[src/hdl/ecpp_pkg.sv]
// ----------------------------------------------------------------------------
// ecpp_pkg
// Shared widths and fixed-point constants of the escape count palette.
// ----------------------------------------------------------------------------
package ecpp_pkg;

  // width of an escape count's magnitude and of the running maximum
  localparam int COUNT_BITS = 16;

  // fraction bits of t = count / max (Q1.16)
  localparam int FRAC_BITS = 16;
  localparam int FIX_W     = FRAC_BITS + 1;
  localparam int PROD_W    = 2 * FIX_W;
  localparam int ITER_W    = $clog2(FRAC_BITS);

  localparam logic [FIX_W-1:0] ONE_Q16 = FIX_W'(1) << FRAC_BITS;

  // channel gains: 9*255, 15*255, 8.5*255 (blue gets one more shift)
  localparam logic [FIX_W-1:0] K_RED   = FIX_W'(2295);
  localparam logic [FIX_W-1:0] K_GREEN = FIX_W'(3825);
  localparam logic [FIX_W-1:0] K_BLUE  = FIX_W'(4335);

endpackage

[src/hdl/ecpp_count_if.sv]
// ----------------------------------------------------------------------------
// ecpp_count_if
// Request channel of escape counts: opcode, count and frame start flag.
// ----------------------------------------------------------------------------
interface ecpp_count_if;
  import ecpp_pkg::*;

  logic                    valid;
  logic                    ready;
  logic                    opcode;
  logic signed [COUNT_BITS:0] escape_count;
  logic                    frame_start;

  modport source (output valid, opcode, escape_count, frame_start, input ready);
  modport sink   (input valid, opcode, escape_count, frame_start, output ready);

endinterface

[src/hdl/ecpp_color_if.sv]
// ----------------------------------------------------------------------------
// ecpp_color_if
// Result channel carrying one RGB pixel colour.
// ----------------------------------------------------------------------------
interface ecpp_color_if;

  logic       valid;
  logic       ready;
  logic [7:0] red;
  logic [7:0] green;
  logic [7:0] blue;

  modport source (output valid, red, green, blue, input ready);
  modport sink   (input valid, red, green, blue, output ready);

endinterface

[src/hdl/escape_count_polynomial_palette.sv]
// ----------------------------------------------------------------------------
// escape_count_polynomial_palette
// Colours fractal escape counts with a Bernstein polynomial palette. A scan
// request (opcode 0) folds its count into a running maximum, cleared first
// when frame_start is set. A map request (opcode 1) returns one colour:
// t = count/max in Q1.16, r = 9(1-t)t^3, g = 15(1-t)^2t^2, b = 8.5(1-t)^3t,
// each times 255 and saturated. A negative count or an empty maximum gives
// black; a count at or above the maximum sets t to one directly; any other
// count first runs a 16-step restoring divider. Both then run 10 products
// through one shared 17x17 multiplier. A finished colour sits in an output
// register, so the next request is taken while it waits; a new colour waits
// only if that register is still full.
// ----------------------------------------------------------------------------
module escape_count_polynomial_palette (
  input  logic                clk,
  input  logic                rst,
  ecpp_count_if.sink          count,
  ecpp_color_if.source        color
);
  import ecpp_pkg::*;

  // ---------------------------------------------------------------- microcode
  localparam int PC_W = 4;

  localparam logic [PC_W-1:0] S_ACCEPT = PC_W'(0);
  localparam logic [PC_W-1:0] S_BLACK  = PC_W'(1);
  localparam logic [PC_W-1:0] S_SAT    = PC_W'(2);
  localparam logic [PC_W-1:0] S_DIV    = PC_W'(3);
  localparam logic [PC_W-1:0] S_INV    = PC_W'(4);
  localparam logic [PC_W-1:0] S_T2     = PC_W'(5);
  localparam logic [PC_W-1:0] S_T3     = PC_W'(6);
  localparam logic [PC_W-1:0] S_U2     = PC_W'(7);
  localparam logic [PC_W-1:0] S_U3     = PC_W'(8);
  localparam logic [PC_W-1:0] S_RX     = PC_W'(9);
  localparam logic [PC_W-1:0] S_RED    = PC_W'(10);
  localparam logic [PC_W-1:0] S_GX     = PC_W'(11);
  localparam logic [PC_W-1:0] S_GREEN  = PC_W'(12);
  localparam logic [PC_W-1:0] S_BX     = PC_W'(13);
  localparam logic [PC_W-1:0] S_BLUE   = PC_W'(14);
  localparam logic [PC_W-1:0] S_EMIT   = PC_W'(15);

  typedef enum logic [2:0] {
    OP_ACCEPT, OP_CLEAR, OP_SAT, OP_DIV, OP_INV, OP_MUL, OP_EMIT
  } op_t;

  typedef enum logic [1:0] {W_NONE, W_IN, W_OUT} wait_t;

  typedef enum logic [2:0] {
    C_NEXT, C_ALWAYS, C_SCAN, C_BLACK, C_GE, C_ITER
  } cond_t;

  typedef enum logic [3:0] {
    SRC_T, SRC_U, SRC_T2, SRC_T3, SRC_U2, SRC_U3, SRC_X,
    SRC_KRED, SRC_KGREEN, SRC_KBLUE
  } src_t;

  typedef enum logic [3:0] {
    DST_NONE, DST_T2, DST_T3, DST_U2, DST_U3, DST_X,
    DST_RED, DST_GREEN, DST_BLUE
  } dst_t;

  typedef struct packed {
    op_t             op;
    wait_t           wt;
    cond_t           cond;
    logic [PC_W-1:0] target;
    src_t            src_a;
    src_t            src_b;
    dst_t            dst;
    logic            shr17;
  } uword_t;

  function automatic uword_t mul_word(src_t a, src_t b, dst_t d, logic s17);
    uword_t w;
    w = '{op: OP_MUL, wt: W_NONE, cond: C_NEXT, target: S_ACCEPT,
          src_a: a, src_b: b, dst: d, shr17: s17};
    return w;
  endfunction

  function automatic uword_t ctl_word(op_t op, wait_t wt, cond_t c,
                                      logic [PC_W-1:0] tgt);
    uword_t w;
    w = '{op: op, wt: wt, cond: c, target: tgt,
          src_a: SRC_T, src_b: SRC_T, dst: DST_NONE, shr17: 1'b0};
    return w;
  endfunction

  function automatic uword_t ucode(logic [PC_W-1:0] step);
    uword_t w;
    unique case (step)
      S_ACCEPT: w = ctl_word(OP_ACCEPT, W_IN,   C_SCAN,   S_ACCEPT);
      S_BLACK:  w = ctl_word(OP_CLEAR,  W_NONE, C_BLACK,  S_EMIT);
      S_SAT:    w = ctl_word(OP_SAT,    W_NONE, C_GE,     S_INV);
      S_DIV:    w = ctl_word(OP_DIV,    W_NONE, C_ITER,   S_DIV);
      S_INV:    w = ctl_word(OP_INV,    W_NONE, C_NEXT,   S_ACCEPT);
      S_T2:     w = mul_word(SRC_T,      SRC_T,  DST_T2,    1'b0);
      S_T3:     w = mul_word(SRC_T2,     SRC_T,  DST_T3,    1'b0);
      S_U2:     w = mul_word(SRC_U,      SRC_U,  DST_U2,    1'b0);
      S_U3:     w = mul_word(SRC_U2,     SRC_U,  DST_U3,    1'b0);
      S_RX:     w = mul_word(SRC_U,      SRC_T3, DST_X,     1'b0);
      S_RED:    w = mul_word(SRC_KRED,   SRC_X,  DST_RED,   1'b0);
      S_GX:     w = mul_word(SRC_U2,     SRC_T2, DST_X,     1'b0);
      S_GREEN:  w = mul_word(SRC_KGREEN, SRC_X,  DST_GREEN, 1'b0);
      S_BX:     w = mul_word(SRC_U3,     SRC_T,  DST_X,     1'b0);
      S_BLUE:   w = mul_word(SRC_KBLUE,  SRC_X,  DST_BLUE,  1'b1);
      S_EMIT:   w = ctl_word(OP_EMIT,   W_OUT,  C_ALWAYS, S_ACCEPT);
    endcase
    return w;
  endfunction

  // ---------------------------------------------------------------- registers
  logic [PC_W-1:0]       pc;
  logic [COUNT_BITS-1:0] max_count;
  logic [COUNT_BITS-1:0] cnt;
  logic                  neg;
  logic [COUNT_BITS-1:0] rem;
  logic [ITER_W-1:0]     iter;
  logic [FIX_W-1:0]      t, u, t2, t3, u2, u3, x;
  logic [7:0]            px_red, px_green, px_blue;
  logic                  out_valid;
  logic [7:0]            out_red, out_green, out_blue;

  uword_t ctl;
  logic   stall, take, count_acc, black, ge;

  assign ctl       = ucode(pc);
  assign count.ready = (ctl.wt == W_IN) && !rst;
  assign count_acc = count.valid && count.ready;
  assign black     = neg || (max_count == '0);
  assign ge        = (cnt >= max_count);
  assign stall     = ((ctl.wt == W_IN) && !count.valid) ||
                     ((ctl.wt == W_OUT) && out_valid && !color.ready);

  always_comb begin
    unique case (ctl.cond)
      C_NEXT:   take = 1'b0;
      C_ALWAYS: take = 1'b1;
      C_SCAN:   take = !count.opcode;
      C_BLACK:  take = black;
      C_GE:     take = ge;
      C_ITER:   take = (iter != '0);
      default:  take = 1'b0;
    endcase
  end

  // ------------------------------------------------------- shared multiplier
  function automatic logic [FIX_W-1:0] operand(src_t s, logic [FIX_W-1:0] vt,
      logic [FIX_W-1:0] vu, logic [FIX_W-1:0] vt2, logic [FIX_W-1:0] vt3,
      logic [FIX_W-1:0] vu2, logic [FIX_W-1:0] vu3, logic [FIX_W-1:0] vx);
    logic [FIX_W-1:0] r;
    unique case (s)
      SRC_T:      r = vt;
      SRC_U:      r = vu;
      SRC_T2:     r = vt2;
      SRC_T3:     r = vt3;
      SRC_U2:     r = vu2;
      SRC_U3:     r = vu3;
      SRC_X:      r = vx;
      SRC_KRED:   r = K_RED;
      SRC_KGREEN: r = K_GREEN;
      SRC_KBLUE:  r = K_BLUE;
      default:    r = '0;
    endcase
    return r;
  endfunction

  logic [FIX_W-1:0]  mul_a, mul_b, mul_res;
  logic [PROD_W-1:0] prod;
  logic [7:0]        mul_sat;

  assign mul_a   = operand(ctl.src_a, t, u, t2, t3, u2, u3, x);
  assign mul_b   = operand(ctl.src_b, t, u, t2, t3, u2, u3, x);
  assign prod    = PROD_W'(mul_a) * PROD_W'(mul_b);
  assign mul_res = ctl.shr17 ? prod[FRAC_BITS+FIX_W:FRAC_BITS+1]
                             : prod[FRAC_BITS+FIX_W-1:FRAC_BITS];
  assign mul_sat = (mul_res > FIX_W'(255)) ? 8'hFF : mul_res[7:0];

  // ---------------------------------------------------------- divider step
  logic [COUNT_BITS:0]   shifted;
  logic [COUNT_BITS+1:0] diff;
  logic                  qbit;

  assign shifted = {rem, 1'b0};
  assign diff    = {1'b0, shifted} - {2'b00, max_count};
  assign qbit    = !diff[COUNT_BITS+1];

  // ------------------------------------------------------------- scan update
  logic [COUNT_BITS-1:0] scan_base, max_next;
  logic                  in_neg;
  logic [COUNT_BITS-1:0] in_cnt;

  assign in_neg    = count.escape_count[COUNT_BITS];
  assign in_cnt    = count.escape_count[COUNT_BITS-1:0];
  assign scan_base = count.frame_start ? '0 : max_count;
  assign max_next  = (!in_neg && (in_cnt > scan_base)) ? in_cnt : scan_base;

  // --------------------------------------------------------------- control
  always_ff @(posedge clk) begin
    if (rst) begin
      pc        <= S_ACCEPT;
      max_count <= '0;
      out_valid <= 1'b0;
    end else begin
      // a new colour keeps the register full, else a taken colour empties it
      if (!stall && ctl.op == OP_EMIT) begin
        out_valid <= 1'b1;
      end else if (color.ready) begin
        out_valid <= 1'b0;
      end
      if (!stall) begin
        pc <= take ? ctl.target : pc + PC_W'(1);
        if (ctl.op == OP_ACCEPT && count_acc && !count.opcode) begin
          max_count <= max_next;
        end
      end
    end
  end

  // --------------------------------------------------------------- datapath
  always_ff @(posedge clk) begin
    if (!stall) begin
      unique case (ctl.op)
        OP_ACCEPT: begin
          cnt <= in_cnt;
          neg <= in_neg;
        end
        OP_CLEAR: begin
          px_red   <= '0;
          px_green <= '0;
          px_blue  <= '0;
        end
        OP_SAT: begin
          t    <= ONE_Q16;
          rem  <= cnt;
          iter <= ITER_W'(FRAC_BITS - 1);
        end
        OP_DIV: begin
          rem  <= qbit ? diff[COUNT_BITS-1:0] : shifted[COUNT_BITS-1:0];
          t    <= {t[FIX_W-2:0], qbit};
          iter <= iter - ITER_W'(1);
        end
        OP_INV: begin
          u <= ONE_Q16 - t;
        end
        OP_MUL: begin
          unique case (ctl.dst)
            DST_T2:    t2       <= mul_res;
            DST_T3:    t3       <= mul_res;
            DST_U2:    u2       <= mul_res;
            DST_U3:    u3       <= mul_res;
            DST_X:     x        <= mul_res;
            DST_RED:   px_red   <= mul_sat;
            DST_GREEN: px_green <= mul_sat;
            DST_BLUE:  px_blue  <= mul_sat;
            default: ;
          endcase
        end
        OP_EMIT: begin
          out_red   <= px_red;
          out_green <= px_green;
          out_blue  <= px_blue;
        end
        default: ;
      endcase
    end
  end

  assign color.valid = out_valid;
  assign color.red   = out_red;
  assign color.green = out_green;
  assign color.blue  = out_blue;

`ifndef ASSERT_OFF
  // remainder stays below the divisor throughout the divide loop
  a_rem_bound: assert property (@(posedge clk) disable iff (rst)
    (ctl.op == OP_DIV) |-> (rem < max_count))
    else $error("divider remainder not below maximum");

  // t is a fraction in [0, 1]
  a_t_range: assert property (@(posedge clk) disable iff (rst)
    (pc == S_INV) |-> (t <= ONE_Q16))
    else $error("t above one");

  // a scan request without frame start never lowers the maximum
  a_max_mono: assert property (@(posedge clk) disable iff (rst)
    (count_acc && !count.opcode && !count.frame_start)
      |=> (max_count >= $past(max_count)))
    else $error("maximum decreased");

  // the maximum holds still while a map request is worked on
  a_max_hold: assert property (@(posedge clk) disable iff (rst)
    (pc != S_ACCEPT) |=> $stable(max_count))
    else $error("maximum changed during map");

  // a colour is presented right after the emit step runs
  a_emit: assert property (@(posedge clk) disable iff (rst)
    (ctl.op == OP_EMIT && !stall) |=> color.valid)
    else $error("emitted colour not valid");
`endif

endmodule
[src/flat_wrapper.sv]
// flat-port wrapper written by rule: the top's interface ports become plain ports
module escape_count_polynomial_palette_flat import ecpp_pkg::*;
  (clk, rst, count_valid, count_opcode, count_escape_count, count_frame_start, count_ready, color_valid, color_red, color_green, color_blue, color_ready);
  ecpp_count_if count_i ();
  ecpp_color_if color_i ();
  input  logic clk;
  input  logic rst;
  input wire logic [$bits(count_i.valid)-1:0] count_valid;
  input wire logic [$bits(count_i.opcode)-1:0] count_opcode;
  input wire logic [$bits(count_i.escape_count)-1:0] count_escape_count;
  input wire logic [$bits(count_i.frame_start)-1:0] count_frame_start;
  output wire logic [$bits(count_i.ready)-1:0] count_ready;
  output wire logic [$bits(color_i.valid)-1:0] color_valid;
  output wire logic [$bits(color_i.red)-1:0] color_red;
  output wire logic [$bits(color_i.green)-1:0] color_green;
  output wire logic [$bits(color_i.blue)-1:0] color_blue;
  input wire logic [$bits(color_i.ready)-1:0] color_ready;
  assign count_i.valid = count_valid;
  assign count_i.opcode = count_opcode;
  assign count_i.escape_count = count_escape_count;
  assign count_i.frame_start = count_frame_start;
  assign count_ready = count_i.ready;
  assign color_valid = color_i.valid;
  assign color_red = color_i.red;
  assign color_green = color_i.green;
  assign color_blue = color_i.blue;
  assign color_i.ready = color_ready;
  escape_count_polynomial_palette u_core (.clk(clk), .rst(rst), .count(count_i), .color(color_i));
endmodule
[config.mk]
export PLATFORM = sky130hd
export DESIGN_NAME = escape_count_polynomial_palette_flat
export DESIGN_NICKNAME = d
export VERILOG_FILES = /design/src/hdl/ecpp_pkg.sv /design/src/hdl/ecpp_count_if.sv /design/src/hdl/ecpp_color_if.sv /design/src/hdl/escape_count_polynomial_palette.sv /design/src/flat_wrapper.sv
export SDC_FILE = /design/constraint.sdc
export NUM_CORES = 1
export LEC_CHECK = 0
export BUFFER_PORTS_ARGS = -buffer_cell sky130_fd_sc_hd__buf_2
export CAP_MARGIN = 20
export CORE_UTILIZATION = 59
export DETAILED_ROUTE_END_ITERATION = 10
export PLACE_DENSITY_LB_ADDON = 0.05
export SYNTH_ARGS = -nofsm -noshare
export SYNTH_HDL_FRONTEND = slang
export SYNTH_SLANG_ARGS = --single-unit
[constraint.sdc]
create_clock -name clk -period 8.63 [get_ports clk]
set_input_delay 0 -clock clk [delete_from_list [all_inputs] [get_ports clk]]
set_output_delay 0 -clock clk [all_outputs]
set_load 0.03 [all_outputs]
==> impl_metrics.py <==
metrics = {
    "synth": {
        "yosys-top-cells-area": "edfxtp_1 (27%), fa_1 (20%), ha_1 (9.0%)",
        "synth.top_cell.area_share_pct": 27.0,
        "synth_ff_type": "edfxtp_1",
        "ys.warnings.count": 0,
        "yosysUniqueCellTypes": 81,
        "synth_xor_area_share_pct": 1.58,
        "synthArstFlopShare_pct": 0,
        "synth_fa_ha_area_share_pct": 28.6,
        "avgSynthCellArea_um2": 9.46,
        "synth-simple-area-share_pct": 15.7,
        "yosys_register_bits": 247,
        "seq_area_frac_synth_pct": 30.8,
        "synth_edf_count": 204,
        "synth_area_um2": 22700,
        "synth_nets": 2810,
        "synthCells": 2401,
        "synth_mux_area_share_pct": 3.27,
        "synth_largest_area_cell": "edfxtp_1",
        "synth_compound_area_share_pct": 11.9,
        "synth_top_family_by_area": "adder cells",
    },
    "setup_path": {
        "worstSetupPathType": "register to register",
        "endpoint_kind": "register",
        "crit_top_cell": "fa_1",
        "rr_worst_depth": 26,
        "critical_path.slowest_cell": "fa_1",
        "critPathLaunch": "u_core.ctl[11]",
        "crit_cells": 26,
        "crit_fanout": 9,
        "worstSetupStartpointType": "register",
        "cp.arrival_ns": 8.60,
        "worst_r2r_endpoint": "u_core.px_red[0]",
        "cp_top_family": "adder cells",
        "max_stage_delay_ns": 0.59,
        "required_ns": 8.86,
        "worstSetupEndpoint": "u_core.px_red[0]",
        "reg2reg_from": "u_core.ctl[11]",
        "worst-path-buf-inv": 5,
        "reg2reg_slack_ns": 0.26,
    },
    "sta": {
        "worstMarginPinSlew_ns": 1.04,
        "fin_setup_tns_ns": 0,
        "rsz0062_at_grt": "no",
        "fin_crit_ns": 8.37,
        "period_share_pct": 97.0,
        "worst_clock_skew_ns": 0.0140,
        "max_freq_mhz": 120,
        "maxSlewViolCount": 0,
        "hold_viol": 0,
        "setup_viol": 0,
        "slew_headroom_pct": 29.8,
    },
    "outcome": {
        "status": "finished clean",
    },
    "floorplan": {
        "rows": 71,
        "fp.dieW_um": 198,
        "die_h_um": 198,
        "core_area_um2": 37800,
        "initial_core_util_pct": 60.1,
        "num_io_pins": 49,
        "dieArea_um2": 39300,
    },
    "detailed_routing": {
        "routedWlPerCell_um": 22.5,
        "via_per_inst": 6.10,
        "drt-initial-drc-count": 2075,
        "vias": 18300,
        "drc_errors": 0,
        "dr.pass1.iters": 8,
        "drtAntennaViolNets": 0,
        "wirelength_um": 67800,
    },
    "global_route": {
        "gr-total-overflow": 0,
        "grt_pass1_vias": 17700,
        "grt_max_degree": 41,
        "globalRouteTotalUtil_pct": 35.2,
        "grt_antenna_before_repair": 5,
        "grt_pass1_wl_um": 103000,
    },
    "placement": {
        "place.gp.congestion": 1.02,
        "io_buffer_count": 48,
        "dpl_cell_area_um2": 23900,
        "dp_hpwl_um": 53200,
        "dp_cells": 2941,
    },
    "final_layout": {
        "antennaDiodeCount": 0,
        "fin_nets": 2887,
        "synthToLayoutAreaGrowth_pct": 10.4,
        "drive_gt1_share_pct": 9.22,
        "finalNonFillerCells": 3006,
        "fill_cells": 3135,
        "postLayoutCellArea_um2": 25100,
    },
    "min_path": {
        "min_from": "count_frame_start",
        "hold_path_class": "input pin to register",
    },
    "cts": {
        "path_clk_slew_ns": 0.06,
        "cts_sinks": 247,
        "clock_latency_ns": 0.54,
        "numCtsBuffers": 26,
        "cts_max_path_buffers": 3,
        "htree_num_levels": 1,
        "cts_tree": "yes",
        "root_buffer": "clkbuf_16",
    },
    "run": {
        "maxCapViolCount": 0,
    },
}
-- cells in the final DEF (no fill, tap or decap), types with 36 or more instances in the layout --
cell type  instances
a21oi_1          122
and2_1            36
buf_2             48
buf_4             92
dfxtp_1           40
edfxtp_1         204
fa_1             223
ha_1             163
inv_1            369
mux2i_1           43
nand2_1          307
nor2_1           188
o21ai_0           71
-- kinds of logic after synthesis --
logic type	count (synthesis)
and+or+nand+nor	771
buffers and inverters	483
AOI/OAI and AO/OA	410
adders and majority gates	386
DFF	247
muxes	63
xor gates and xnor gates	41
-- worst min-delay path by stage --
stage          slack [ns]              endpoint  cells after the start
2_1_floorplan         0.1         u_core.cnt[0]                      0
3_3_place_gp         0.19            u_core.neg                      1
3_5_place_dp         0.20            u_core.neg                      1
4_1_cts              0.09   u_core.max_count[5]                      5
5_1_grt              0.14   u_core.max_count[2]                      5
6_report             0.13  u_core.max_count[15]                      5
-- state kept, by name, indices dropped and copies added, names as in the netlist, 17 cells and up --
name,flops
u_core.ctl,22
u_core.x,17
u_core.u2,17
u_core.u3,17
u_core.t2,17
u_core.u,17
u_core.t,17
u_core.t3,17
-- routing by layer --
layer	wire length, µm	global-route usage [%]	up-vias
li1	-	-	8240
met5	34	0	-
met4	1940	9.73	6
met1	28900	50.7	9055
met3	6590	7.03	139
met2	30300	54.0	893
-- cells in the mapped netlist (all sizes together), types with 5 or more instances --
library cell / n
a211oi: 10
a21o: 29
a21oi: 123
a22o: 5
a22oi: 14
a31oi: 17
a32oi: 18
and2: 37
and3: 18
and4: 5
buf: 14
clkbuf: 97
dfxtp: 43
edfxtp: 204
fa: 223
ha: 163
inv: 371
mux2: 10
mux2i: 45
mux4: 8
nand2: 307
nand2b: 30
nand3: 35
nand3b: 10
nand4: 31
nor2: 188
nor2b: 27
nor3: 35
nor3b: 8
nor4: 9
o2111ai: 5
o211ai: 25
o21a: 16
o21ai: 86
o22a: 5
o311ai: 8
o31ai: 6
or2: 6
or3: 13
xnor2: 31
xor2: 10
-- worst min-delay path, delay by kind of cell --
| family | cells | cell delay [ns] |
|---|---|---|
| and+or+nand+nor | 3 | 0.31 |
| AOI/OAI and AO/OA | 1 | 0.07 |
| buffers and inverters | 1 | 0.23 |
-- final cells by class --
type	count	area, µm²	share of cell area, %
multi-input combinational	1671	13900	55.5
sequential	247	7000	27.9
inverter	372	1400	5.57
timing repair buffer	160	1140	4.55
clock buffer	28	679	2.71
tap	511	639	2.55
clock inverter	17	289	1.15
-- stage by stage --
step                setup slack [ns]  utilization, %  hold WS, ns
detailed placement             0.107            63.3        0.202
floorplan                      0.774               -       0.0989
global placement               0.259            63.3        0.195
finish                         0.262            66.4        0.130
CTS                            0.109            66.3       0.0932
global route                 0.00113            66.4        0.145
-- what timing repair did --
item                       CTS  global route
hold endpoints to repair    35             0
buffers inserted             0             1
setup endpoints to repair    0            34
hold buffers                19             0
resized for setup            0             7
Power is not shown: default switching activity piles up to over one toggle a cycle in this logic, so the estimate is an artifact.
